==> config.mk <==
export PLATFORM = sky130hd
export DESIGN_NAME = ac_remote_ir_frame_encoder_flat
export DESIGN_NICKNAME = d
export VERILOG_FILES = /design/src/acir_pkg.sv /design/src/acir_in_if.sv /design/src/acir_out_if.sv /design/src/acir_regs.sv /design/src/ac_remote_ir_frame_encoder.sv /design/src/flat_wrapper.sv
export SDC_FILE = /design/constraint.sdc
export NUM_CORES = 1
export LEC_CHECK = 0
export BUFFER_PORTS_ARGS = -buffer_cell sky130_fd_sc_hd__buf_2
export CORE_UTILIZATION = 52
export CTS_CLUSTER_SIZE = 12
export DETAILED_ROUTE_END_ITERATION = 10
export HOLD_SLACK_MARGIN = 0.15
export PLACE_DENSITY = 0.84
export SYNTH_ARGS = -nofsm -noshare
export SYNTH_HDL_FRONTEND = slang
export SYNTH_SLANG_ARGS = --single-unit
==> constraint.sdc <==
create_clock -name clk -period 2.8 [get_ports clk]
set_input_delay 0.14 -clock clk [delete_from_list [all_inputs] [get_ports clk]]
set_output_delay 0.14 -clock clk [all_outputs]
set_load 0.05 [all_outputs]
==> src/acir_pkg.sv <==
`timescale 1ns / 1ps
// Package for the AC remote IR frame encoder: action codes, config record,
// frame constants and byte update tables. No dependencies.
package acir_pkg;

    localparam int FRAME_BYTES = 11;
    localparam int FRAME_BITS  = FRAME_BYTES * 8;
    localparam int POS_W       = 7;
    localparam int ADDR_W      = 5;
    localparam int DATA_W      = 32;
    localparam int DUR_W       = 16;
    localparam int TEMP_W      = 6;

    localparam logic [7:0] TEMP_BASE = 8'd17;

    typedef enum logic [2:0] {
        ACT_POWER = 3'd0,
        ACT_MODE  = 3'd1,
        ACT_TEMP  = 3'd2,
        ACT_FAN   = 3'd3,
        ACT_VANE  = 3'd4,
        ACT_SEND  = 3'd5,
        ACT_NEXT  = 3'd6
    } action_t;

    typedef enum logic [2:0] {
        REG_HEADER_MARK  = 3'd0,
        REG_HEADER_SPACE = 3'd1,
        REG_BIT_MARK     = 3'd2,
        REG_ONE_SPACE    = 3'd3,
        REG_ZERO_SPACE   = 3'd4,
        REG_TEMP_LOWEST  = 3'd5,
        REG_TEMP_HIGHEST = 3'd6
    } reg_index_t;

    typedef enum logic [2:0] {
        MODE_HEAT = 3'd0,
        MODE_COLD = 3'd1,
        MODE_DRY  = 3'd2,
        MODE_AUTO = 3'd3
    } mode_t;

    typedef struct packed {
        logic [DUR_W-1:0]  header_mark_us;
        logic [DUR_W-1:0]  header_space_us;
        logic [DUR_W-1:0]  bit_mark_us;
        logic [DUR_W-1:0]  one_space_us;
        logic [DUR_W-1:0]  zero_space_us;
        logic [TEMP_W-1:0] temp_lowest;
        logic [TEMP_W-1:0] temp_highest;
    } cfg_t;

    localparam logic [7:0] FIXED_HEAD [5] = '{8'h52, 8'hAE, 8'hC3, 8'h26, 8'hD9};

    localparam logic [7:0] MODE_AUTO_BYTE = 8'b0111_1000;
    localparam logic [7:0] MODE_HEAT_BITS = 8'b0000_1100;
    localparam logic [7:0] MODE_DRY_BITS  = 8'b0000_1010;
    localparam logic [7:0] MODE_OTHER_BITS = 8'b0000_1000;
    localparam logic [7:0] POWER_OFF_BITS = 8'b0000_0001;
    localparam logic [7:0] FAN_MASK       = 8'b1110_0000;
    localparam logic [7:0] VANE_MASK      = 8'b0001_1000;

    localparam logic [7:0] FAN_ADD [8] =
        '{8'h40, 8'h60, 8'h80, 8'hC0, 8'h00, 8'hE0, 8'h00, 8'h00};
    localparam logic [7:0] VANE_ADD [8] =
        '{8'h00, 8'h18, 8'h00, 8'h08, 8'h10, 8'h18, 8'h10, 8'h00};
    localparam logic VANE_FLAG [8] = '{1'b0, 1'b0, 1'b1, 1'b1, 1'b1, 1'b1, 1'b0, 1'b0};

    function automatic logic [7:0] frame_byte(
        input logic [3:0] idx,
        input logic       vane_flag,
        input logic [7:0] fan_vane,
        input logic [7:0] mode_temp
    );
        logic [7:0] b6;
        b6 = {6'd0, vane_flag, 1'b0};
        unique case (idx)
            4'd0, 4'd1, 4'd2, 4'd3, 4'd4: frame_byte = FIXED_HEAD[idx[2:0]];
            4'd5:    frame_byte = ~b6;
            4'd6:    frame_byte = b6;
            4'd7:    frame_byte = ~fan_vane;
            4'd8:    frame_byte = fan_vane;
            4'd9:    frame_byte = ~mode_temp;
            4'd10:   frame_byte = mode_temp;
            default: frame_byte = 8'd0;
        endcase
    endfunction

    function automatic logic [7:0] apply_mode(input logic [2:0] m, input logic [7:0] cur);
        logic [7:0] hi;
        hi = cur & 8'hF0;
        unique case (m)
            MODE_HEAT: apply_mode = hi | MODE_HEAT_BITS;
            MODE_COLD: apply_mode = hi;
            MODE_DRY:  apply_mode = hi | MODE_DRY_BITS;
            MODE_AUTO: apply_mode = MODE_AUTO_BYTE;
            default:   apply_mode = hi | MODE_OTHER_BITS;
        endcase
    endfunction

endpackage

==> src/acir_in_if.sv <==
`timescale 1ns / 1ps
// Input channel of the AC remote IR frame encoder: valid/ready plus item fields.
// No dependencies.
interface acir_in_if;
    logic       valid;
    logic       ready;
    logic [2:0] action;
    logic       power_on;
    logic [2:0] mode;
    logic [7:0] temperature;
    logic [2:0] fan_speed;
    logic [2:0] vane;

    modport source (output valid, action, power_on, mode, temperature, fan_speed, vane,
                    input ready);
    modport sink   (input valid, action, power_on, mode, temperature, fan_speed, vane,
                    output ready);
endinterface

==> src/acir_out_if.sv <==
`timescale 1ns / 1ps
// Output channel of the AC remote IR frame encoder: valid/ready plus one
// mark/space pair. No dependencies.
interface acir_out_if;
    logic        valid;
    logic        ready;
    logic [15:0] mark_us;
    logic [15:0] space_us;
    logic        last;

    modport source (output valid, mark_us, space_us, last, input ready);
    modport sink   (input valid, mark_us, space_us, last, output ready);
endinterface

==> src/acir_regs.sv <==
`timescale 1ns / 1ps
// APB register file for the AC remote IR frame encoder timing and limits.
// Depends on acir_pkg.
module acir_regs (
    input  logic                          clk,
    input  logic                          rst_n,
    input  logic                          psel,
    input  logic                          penable,
    input  logic                          pwrite,
    input  logic [acir_pkg::ADDR_W-1:0]   paddr,
    input  logic [acir_pkg::DATA_W-1:0]   pwdata,
    output logic [acir_pkg::DATA_W-1:0]   prdata,
    output logic                          pready,
    output acir_pkg::cfg_t                cfg
);

    acir_pkg::cfg_t     cfg_reg;
    acir_pkg::reg_index_t idx;
    logic               wr_en;

    assign pready = 1'b1;
    assign wr_en  = psel && penable && pwrite && pready;
    assign idx    = acir_pkg::reg_index_t'(paddr[acir_pkg::ADDR_W-1:2]);
    assign cfg    = cfg_reg;

    always_ff @(posedge clk or negedge rst_n)
    begin
        if (!rst_n)
        begin
            cfg_reg.header_mark_us  <= 16'd3400;
            cfg_reg.header_space_us <= 16'd1750;
            cfg_reg.bit_mark_us     <= 16'd450;
            cfg_reg.one_space_us    <= 16'd1300;
            cfg_reg.zero_space_us   <= 16'd420;
            cfg_reg.temp_lowest     <= 6'd17;
            cfg_reg.temp_highest    <= 6'd31;
        end
        else if (wr_en)
        begin
            unique case (idx)
                acir_pkg::REG_HEADER_MARK:  cfg_reg.header_mark_us  <= pwdata[15:0];
                acir_pkg::REG_HEADER_SPACE: cfg_reg.header_space_us <= pwdata[15:0];
                acir_pkg::REG_BIT_MARK:     cfg_reg.bit_mark_us     <= pwdata[15:0];
                acir_pkg::REG_ONE_SPACE:    cfg_reg.one_space_us    <= pwdata[15:0];
                acir_pkg::REG_ZERO_SPACE:   cfg_reg.zero_space_us   <= pwdata[15:0];
                acir_pkg::REG_TEMP_LOWEST:  cfg_reg.temp_lowest     <= pwdata[5:0];
                acir_pkg::REG_TEMP_HIGHEST: cfg_reg.temp_highest    <= pwdata[5:0];
                default: ;
            endcase
        end
    end

    always_comb
    begin
        unique case (idx)
            acir_pkg::REG_HEADER_MARK:  prdata = {16'd0, cfg_reg.header_mark_us};
            acir_pkg::REG_HEADER_SPACE: prdata = {16'd0, cfg_reg.header_space_us};
            acir_pkg::REG_BIT_MARK:     prdata = {16'd0, cfg_reg.bit_mark_us};
            acir_pkg::REG_ONE_SPACE:    prdata = {16'd0, cfg_reg.one_space_us};
            acir_pkg::REG_ZERO_SPACE:   prdata = {16'd0, cfg_reg.zero_space_us};
            acir_pkg::REG_TEMP_LOWEST:  prdata = {26'd0, cfg_reg.temp_lowest};
            acir_pkg::REG_TEMP_HIGHEST: prdata = {26'd0, cfg_reg.temp_highest};
            default:                    prdata = '0;
        endcase
    end

endmodule

==> src/ac_remote_ir_frame_encoder.sv <==
`timescale 1ns / 1ps
// AC remote IR frame encoder, top level.
// Depends on acir_pkg, acir_in_if, acir_out_if and acir_regs.
//
// Usage: set items (power, mode, temperature, fan, vane) on the input channel
// edit the 11-byte frame; a send item starts a transmission and returns the
// header mark/space pair; each next item returns one bit pair, LSB of byte 0
// first, 88 in all, then one more next item returns the trailer mark with
// last set. Set and send items during a transmission, and next items outside
// one, are absorbed without a result.
// Timing: an accepted item is captured in the input register, then the
// frame logic updates state and loads the output register, which offers
// the result on the output channel. One item per cycle is sustained while the
// receiver takes each result; the bit select and byte masks fit in one stage.
// Reset clears the frame to its default content, ends any transmission and
// restores the register defaults. When the receiver stalls, the output
// register holds its pair and the input register holds one more item; the
// input stays ready while either stage can move. The user must write
// registers through the APB port only while idle; the block has no check for it.
module ac_remote_ir_frame_encoder (
    input  logic                          clk,
    input  logic                          rst_n,
    input  logic                          psel,
    input  logic                          penable,
    input  logic                          pwrite,
    input  logic [acir_pkg::ADDR_W-1:0]   paddr,
    input  logic [acir_pkg::DATA_W-1:0]   pwdata,
    output logic [acir_pkg::DATA_W-1:0]   prdata,
    output logic                          pready,
    acir_in_if.sink                       in,
    acir_out_if.source                    out
);

    acir_pkg::cfg_t cfg;

    acir_regs u_regs (
        .clk     (clk),
        .rst_n   (rst_n),
        .psel    (psel),
        .penable (penable),
        .pwrite  (pwrite),
        .paddr   (paddr),
        .pwdata  (pwdata),
        .prdata  (prdata),
        .pready  (pready),
        .cfg     (cfg)
    );

    // input register
    logic       in_valid_reg;
    logic [2:0] action_reg;
    logic       power_on_reg;
    logic [2:0] mode_reg;
    logic [7:0] temperature_reg;
    logic [2:0] fan_speed_reg;
    logic [2:0] vane_reg;

    // frame state
    logic                         vane_flag_reg, vane_flag_next;
    logic [7:0]                   fan_vane_reg, fan_vane_next;
    logic [7:0]                   mode_temp_reg, mode_temp_next;
    logic                         sending_reg, sending_next;
    logic [acir_pkg::POS_W-1:0]   bit_pos_reg, bit_pos_next;

    // output register
    logic        out_valid_reg;
    logic [15:0] mark_reg;
    logic [15:0] space_reg;
    logic        last_reg;

    logic        out_free;
    logic        proc;
    logic        res_valid;
    logic [15:0] res_mark;
    logic [15:0] res_space;
    logic        res_last;
    logic [7:0]  cur_byte;
    logic        cur_bit;
    logic [7:0]  temp_clamped;
    logic [7:0]  temp_offset;

    assign out_free = !out_valid_reg || out.ready;
    assign proc     = in_valid_reg && out_free;
    assign in.ready = !in_valid_reg || out_free;

    assign out.valid    = out_valid_reg;
    assign out.mark_us  = mark_reg;
    assign out.space_us = space_reg;
    assign out.last     = last_reg;

    always_comb
    begin
        cur_byte = acir_pkg::frame_byte(bit_pos_reg[acir_pkg::POS_W-1:3], vane_flag_reg,
                                        fan_vane_reg, mode_temp_reg);
        cur_bit  = cur_byte[bit_pos_reg[2:0]];

        priority if (temperature_reg >= {2'd0, cfg.temp_highest})
            temp_clamped = {2'd0, cfg.temp_highest};
        else if (temperature_reg < {2'd0, cfg.temp_lowest})
            temp_clamped = {2'd0, cfg.temp_lowest};
        else
            temp_clamped = temperature_reg;
        temp_offset = temp_clamped - acir_pkg::TEMP_BASE;
    end

    always_comb
    begin
        vane_flag_next = vane_flag_reg;
        fan_vane_next  = fan_vane_reg;
        mode_temp_next = mode_temp_reg;
        sending_next   = sending_reg;
        bit_pos_next   = bit_pos_reg;
        res_valid      = 1'b0;
        res_mark       = cfg.bit_mark_us;
        res_space      = 16'd0;
        res_last       = 1'b0;

        if (proc)
        begin
            if (action_reg == acir_pkg::ACT_NEXT)
            begin
                if (sending_reg)
                begin
                    res_valid = 1'b1;
                    if (bit_pos_reg < acir_pkg::POS_W'(acir_pkg::FRAME_BITS))
                    begin
                        res_space    = cur_bit ? cfg.one_space_us : cfg.zero_space_us;
                        bit_pos_next = bit_pos_reg + acir_pkg::POS_W'(1);
                    end
                    else
                    begin
                        res_last     = 1'b1;
                        sending_next = 1'b0;
                        bit_pos_next = '0;
                    end
                end
            end
            else if (!sending_reg)
            begin
                unique case (action_reg)
                    acir_pkg::ACT_POWER:
                    begin
                        if (power_on_reg)
                            mode_temp_next = acir_pkg::apply_mode(mode_reg, mode_temp_reg);
                        else
                            mode_temp_next = (mode_temp_reg & 8'hF0) | acir_pkg::POWER_OFF_BITS;
                    end
                    acir_pkg::ACT_MODE:
                        mode_temp_next = acir_pkg::apply_mode(mode_reg, mode_temp_reg);
                    acir_pkg::ACT_TEMP:
                        mode_temp_next = {temp_offset[3:0], mode_temp_reg[3:0]};
                    acir_pkg::ACT_FAN:
                        fan_vane_next = (fan_vane_reg & ~acir_pkg::FAN_MASK)
                                      | acir_pkg::FAN_ADD[fan_speed_reg];
                    acir_pkg::ACT_VANE:
                    begin
                        fan_vane_next = (fan_vane_reg & ~acir_pkg::VANE_MASK)
                                      | acir_pkg::VANE_ADD[vane_reg];
                        if (vane_reg != 3'd7)
                            vane_flag_next = acir_pkg::VANE_FLAG[vane_reg];
                    end
                    acir_pkg::ACT_SEND:
                    begin
                        sending_next = 1'b1;
                        bit_pos_next = '0;
                        res_valid    = 1'b1;
                        res_mark     = cfg.header_mark_us;
                        res_space    = cfg.header_space_us;
                    end
                    default: ;
                endcase
            end
        end
    end

    always_ff @(posedge clk or negedge rst_n)
    begin
        if (!rst_n)
        begin
            in_valid_reg  <= 1'b0;
            vane_flag_reg <= 1'b1;
            fan_vane_reg  <= 8'h80;
            mode_temp_reg <= 8'h21;
            sending_reg   <= 1'b0;
            bit_pos_reg   <= '0;
            out_valid_reg <= 1'b0;
        end
        else
        begin
            if (in.ready)
                in_valid_reg <= in.valid;
            vane_flag_reg <= vane_flag_next;
            fan_vane_reg  <= fan_vane_next;
            mode_temp_reg <= mode_temp_next;
            sending_reg   <= sending_next;
            bit_pos_reg   <= bit_pos_next;
            if (out_free)
                out_valid_reg <= res_valid;
        end
    end

    always_ff @(posedge clk)
    begin
        if (in.ready && in.valid)
        begin
            action_reg      <= in.action;
            power_on_reg    <= in.power_on;
            mode_reg        <= in.mode;
            temperature_reg <= in.temperature;
            fan_speed_reg   <= in.fan_speed;
            vane_reg        <= in.vane;
        end
        if (res_valid)
        begin
            mark_reg  <= res_mark;
            space_reg <= res_space;
            last_reg  <= res_last;
        end
    end

endmodule
==> src/flat_wrapper.sv <==
// flat-port wrapper written by rule: the top's interface ports become plain ports
module ac_remote_ir_frame_encoder_flat 
  (clk, rst_n, psel, penable, pwrite, paddr, pwdata, prdata, pready, in_valid, in_action, in_power_on, in_mode, in_temperature, in_fan_speed, in_vane, in_ready, out_valid, out_mark_us, out_space_us, out_last, out_ready);
  acir_in_if in_i ();
  acir_out_if out_i ();
  input  logic clk;
  input  logic rst_n;
  input  logic psel;
  input  logic penable;
  input  logic pwrite;
  input  logic [acir_pkg::ADDR_W-1:0] paddr;
  input  logic [acir_pkg::DATA_W-1:0] pwdata;
  output logic [acir_pkg::DATA_W-1:0] prdata;
  output logic pready;
  input wire logic [$bits(in_i.valid)-1:0] in_valid;
  input wire logic [$bits(in_i.action)-1:0] in_action;
  input wire logic [$bits(in_i.power_on)-1:0] in_power_on;
  input wire logic [$bits(in_i.mode)-1:0] in_mode;
  input wire logic [$bits(in_i.temperature)-1:0] in_temperature;
  input wire logic [$bits(in_i.fan_speed)-1:0] in_fan_speed;
  input wire logic [$bits(in_i.vane)-1:0] in_vane;
  output wire logic [$bits(in_i.ready)-1:0] in_ready;
  output wire logic [$bits(out_i.valid)-1:0] out_valid;
  output wire logic [$bits(out_i.mark_us)-1:0] out_mark_us;
  output wire logic [$bits(out_i.space_us)-1:0] out_space_us;
  output wire logic [$bits(out_i.last)-1:0] out_last;
  input wire logic [$bits(out_i.ready)-1:0] out_ready;
  assign in_i.valid = in_valid;
  assign in_i.action = in_action;
  assign in_i.power_on = in_power_on;
  assign in_i.mode = in_mode;
  assign in_i.temperature = in_temperature;
  assign in_i.fan_speed = in_fan_speed;
  assign in_i.vane = in_vane;
  assign in_ready = in_i.ready;
  assign out_valid = out_i.valid;
  assign out_mark_us = out_i.mark_us;
  assign out_space_us = out_i.space_us;
  assign out_last = out_i.last;
  assign out_i.ready = out_ready;
  ac_remote_ir_frame_encoder u_core (.clk(clk), .rst_n(rst_n), .psel(psel), .penable(penable), .pwrite(pwrite), .paddr(paddr), .pwdata(pwdata), .prdata(prdata), .pready(pready), .in(in_i), .out(out_i));
endmodule
==> run summary <==
IO Count - 133
type of destination of the critical path - register
number of global-route vias before repair - 6672
Core Box Area - 0.0161 mm2
CP Max Fanout - 8
CTS tree - done
non-filler instance count after layout - 1127
Synth top area share - 23.4%
Iteration-0 DRC Markers - 528
slew margin rel. - 35.6%
Net count, final - 980
worst IR drop on VDD - 0.498 mV
vertical die dimension - 131 um
number of remaining DRC errors - 0
clk_skew - 0.0100 ns
number of fillers in the final layout - 1131
part of the power in the clock network - 32.9%
TritonCTS Sinks - 170
buffer cell driving the clock tree root - sky130_fd_sc_hd__clkbuf_16
commonest cells after routing, fill and taps aside - sky130_fd_sc_hd__mux2_2, sky130_fd_sc_hd__buf_2, sky130_fd_sc_hd__dfrtp_1, sky130_fd_sc_hd__nand2_1, sky130_fd_sc_hd__edfxtp_1
violated checks - negative setup slack
Async SR Flop Fraction - 68.2%
sum of net half-perimeters after detailed placement - 13.8 mm
slowest stage cell, crit path - sky130_fd_sc_hd__dfrtp_2
depth of the CTS H-tree - 4
pin slew with the least headroom to its limit - 0.965 ns
share of cells above drive strength 1 - 36.6%
Worst Hold Margin - 0.276 ns
count of cell types in the netlist - 60
Worst setup SP type - register
routability cong. - 0.914
final standard cell utilization of the core - 66.5%
sequential share of power - 47.1%
setup repair after global routing missed its margin - yes
hold crit path type - input pin to async pin
R2R Path Start - u_core.bit_pos_reg[3]
pin count of the biggest net entering global routing - 54
net switching component of the power - 2.14 mW
Pint - 4.98 mW
final worst setup slack - -0.0490 ns
CTS buffer count - 17
floorplan die width - 131 um
Max Cap Violations - 0
Layout Area Growth over Synthesis - 23.1%
list of cells traversed by the critical path - buf_4, ha_4, nor4_4, nor3_1, nor4_1, o32ai_2, o31ai_4, buf_6, buf_12, mux2i_2, o21ai_1
Placed Cells - 1044
iteration count of the initial detailed-routing pass - 5
static power due to leakage - 4.58 nW
total congestion overflow after global routing - 0
critical path arrival - 3.03 ns
leading post-synthesis cells by cell area - sky130_fd_sc_hd__dfrtp_1, sky130_fd_sc_hd__edfxtp_1, sky130_fd_sc_hd__mux2_2
GRT Total Usage - 25.6%
flop and latch count out of synthesis - 170
Buf+Inv Stages, Crit Path - 3
Final Hold Fails - 0
Yosys warning count - 0
Detailed Route WL - 22.3 mm
number of buffers inserted by port buffering - 97
Via-to-Cell Ratio - 5.94
global-route wire length before repair - 34.4 mm
std cell rows - 46
Die Outline Area - 0.0172 mm2
Avg Synthesized Cell Area - 11.7 um2
pwr/cell area - 667 mW/mm2
antenna violations before repair - 0
Crit Path Category - register to register
gate family responsible for the most delay along the worst path - simple AND/OR/NAND/NOR gates
fmax - 351 MHz
Worst-Skew Late Latency - 0.44 ns
final clock period utilization by the worst path - 102%
most common flop cell mapped by yosys - sky130_fd_sc_hd__dfrtp_1
area leader, netlist - sky130_fd_sc_hd__dfrtp_1
Synth Instances - 740
crit-path max cell delay - 0.45 ns
Seq/Total Area, Yosys - 52.7%
number of flops mapped to enable cells by yosys - 54
outcome - finished, violations left
min cycle time layout - 2.85 ns
combinational share of power - 20.0%
# setup viols final - 12
max reg flops - 92
average wire length per cell after detail routing - 19.8 um
antenna diode count - 0
switching power as a share of total power - 30.0%
via count - 6695
critical path required time - 2.98 ns
Post-Syn Area - 0.00867 mm2
worst setup path startpoint - u_core.bit_pos_reg[3]
worst-case clock buffer depth - 2
final number of max-transition violations - 0
starting density of the core - 54.0%
number of nets still failing antenna checks after routing - 0
CTS clk-pin slew, worst paths - 0.07 ns
most common library cell in the layout ignoring fill and taps - sky130_fd_sc_hd__mux2_2
area by class of cell:
type / instances / area, um2 / share of cell area, %
Inverter: 30 / 113 / 1.06
Clock buffer: 20 / 437 / 4.09
Multi-Input combinational cell: 499 / 3850 / 36.1
Tap cell: 216 / 270 / 2.53
Timing Repair Buffer: 180 / 1290 / 12.1
Sequential cell: 170 / 4570 / 42.8
Clock inverter: 12 / 141 / 1.32
metrics by stage:
step	setup TNS, ns	total power [mW]	worst slack [ns]	area [um2]
3_3_place_gp	0	4.62	0.0416	9500
6_report	-0.253	7.12	-0.0490	10700
2_1_floorplan	0	4.29	0.0650	8730
4_1_cts	0	7.06	0.0327	10500
3_5_place_dp	-0.0230	4.68	-0.0230	9500
5_1_grt	-2.15	7.38	-0.151	10700
logic make-up after synthesis:
kind of cell / after synthesis / synth area share, %
xor+xnor: 7 / 0.707
buf+inv: 86 / 4.75
other cells: 2 / 0.0866
flops: 170 / 52.7
mux: 153 / 19.4
compound gates: 135 / 10.3
simple gates: 169 / 9.45
fa+ha+maj: 18 / 2.57
power groups by stage:
stage	combinational [mW]	sequential, mW	clock, mW
floorplan	0.995	3.30	0
global placement	1.27	3.35	0
detailed placement	1.31	3.37	0
CTS	1.38	3.33	2.35
global route	1.54	3.39	2.45
finish	1.43	3.35	2.34
worst reg2reg max path, cell delays in order, from the launching register on:
cell	delay [ns]
sky130_fd_sc_hd__dfrtp_2	0.45
sky130_fd_sc_hd__buf_4	0.16
sky130_fd_sc_hd__ha_4	0.18
sky130_fd_sc_hd__nor4_4	0.31
sky130_fd_sc_hd__nor3_1	0.09
sky130_fd_sc_hd__nor4_1	0.37
sky130_fd_sc_hd__o32ai_2	0.16
sky130_fd_sc_hd__o31ai_4	0.24
sky130_fd_sc_hd__buf_6	0.16
sky130_fd_sc_hd__buf_12	0.15
sky130_fd_sc_hd__mux2i_2	0.23
sky130_fd_sc_hd__o21ai_1	0.10
layer usage:
metal	up-vias	part of all wire (%)	track usage (%)
li1	2999	-	-
met1	3320	41	32.4
met2	317	50	42.2
met3	59	6.5	4.98
met4	0	3.0	12.4
met5	-	0	0
path summary, 6_finish.rpt:
| kind | to | slack [ns] | depth (start not counted) |
|---|---|---|---|
| max reg2reg | u_core.out.space_us[3] | -0.05 | 11 |
| min reg2reg | u_core.mode_temp_reg[0] | 0.51 | 2 |
| min | u_core.u_regs.cfg[47] | 0.28 | 2 |
| max | u_core.out.space_us[3] | -0.05 | 11 |
| max in group asynchronous | u_core.mode_temp_reg[0] | 1.74 | 3 |
| min in group clk | u_core.u_regs.cfg[44] | 0.30 | 4 |
Yosys cell counts, drive strengths merged (2+ instances only):
library cell    n
nor4b           2
o31ai           6
xor2            3
nor2b           7
a22oi          14
nor3b           2
nand2b         11
o32ai           3
inv            30
conb            2
and3            3
dfstp          35
buf            29
mux2          103
o41ai           3
nor2           29
a21oi          19
a32oi           5
nand3b          4
clkbuf         27
nor3           22
nand2          63
mux2i          48
or2             2
or3             2
a2111oi         2
dfrtp          81
a21o            3
and2            2
nand3          12
a31oi           6
mux4            2
ha             17
a22o            2
nor4            5
edfxtp         54
o21ai          51
o221ai         12
xnor2           4
repair_timing:
item                                   4_1_cts  5_1_grt
hold buffers                                41        0
buffers inserted                             0        9
cloned                                       0        1
pin swaps                                    1       10
gates resized for setup                      2       17
setup endpoints to repair                    4       16
endpoints found under the hold margin      159        0
Note: power is estimated with default switching activity, not from simulation.
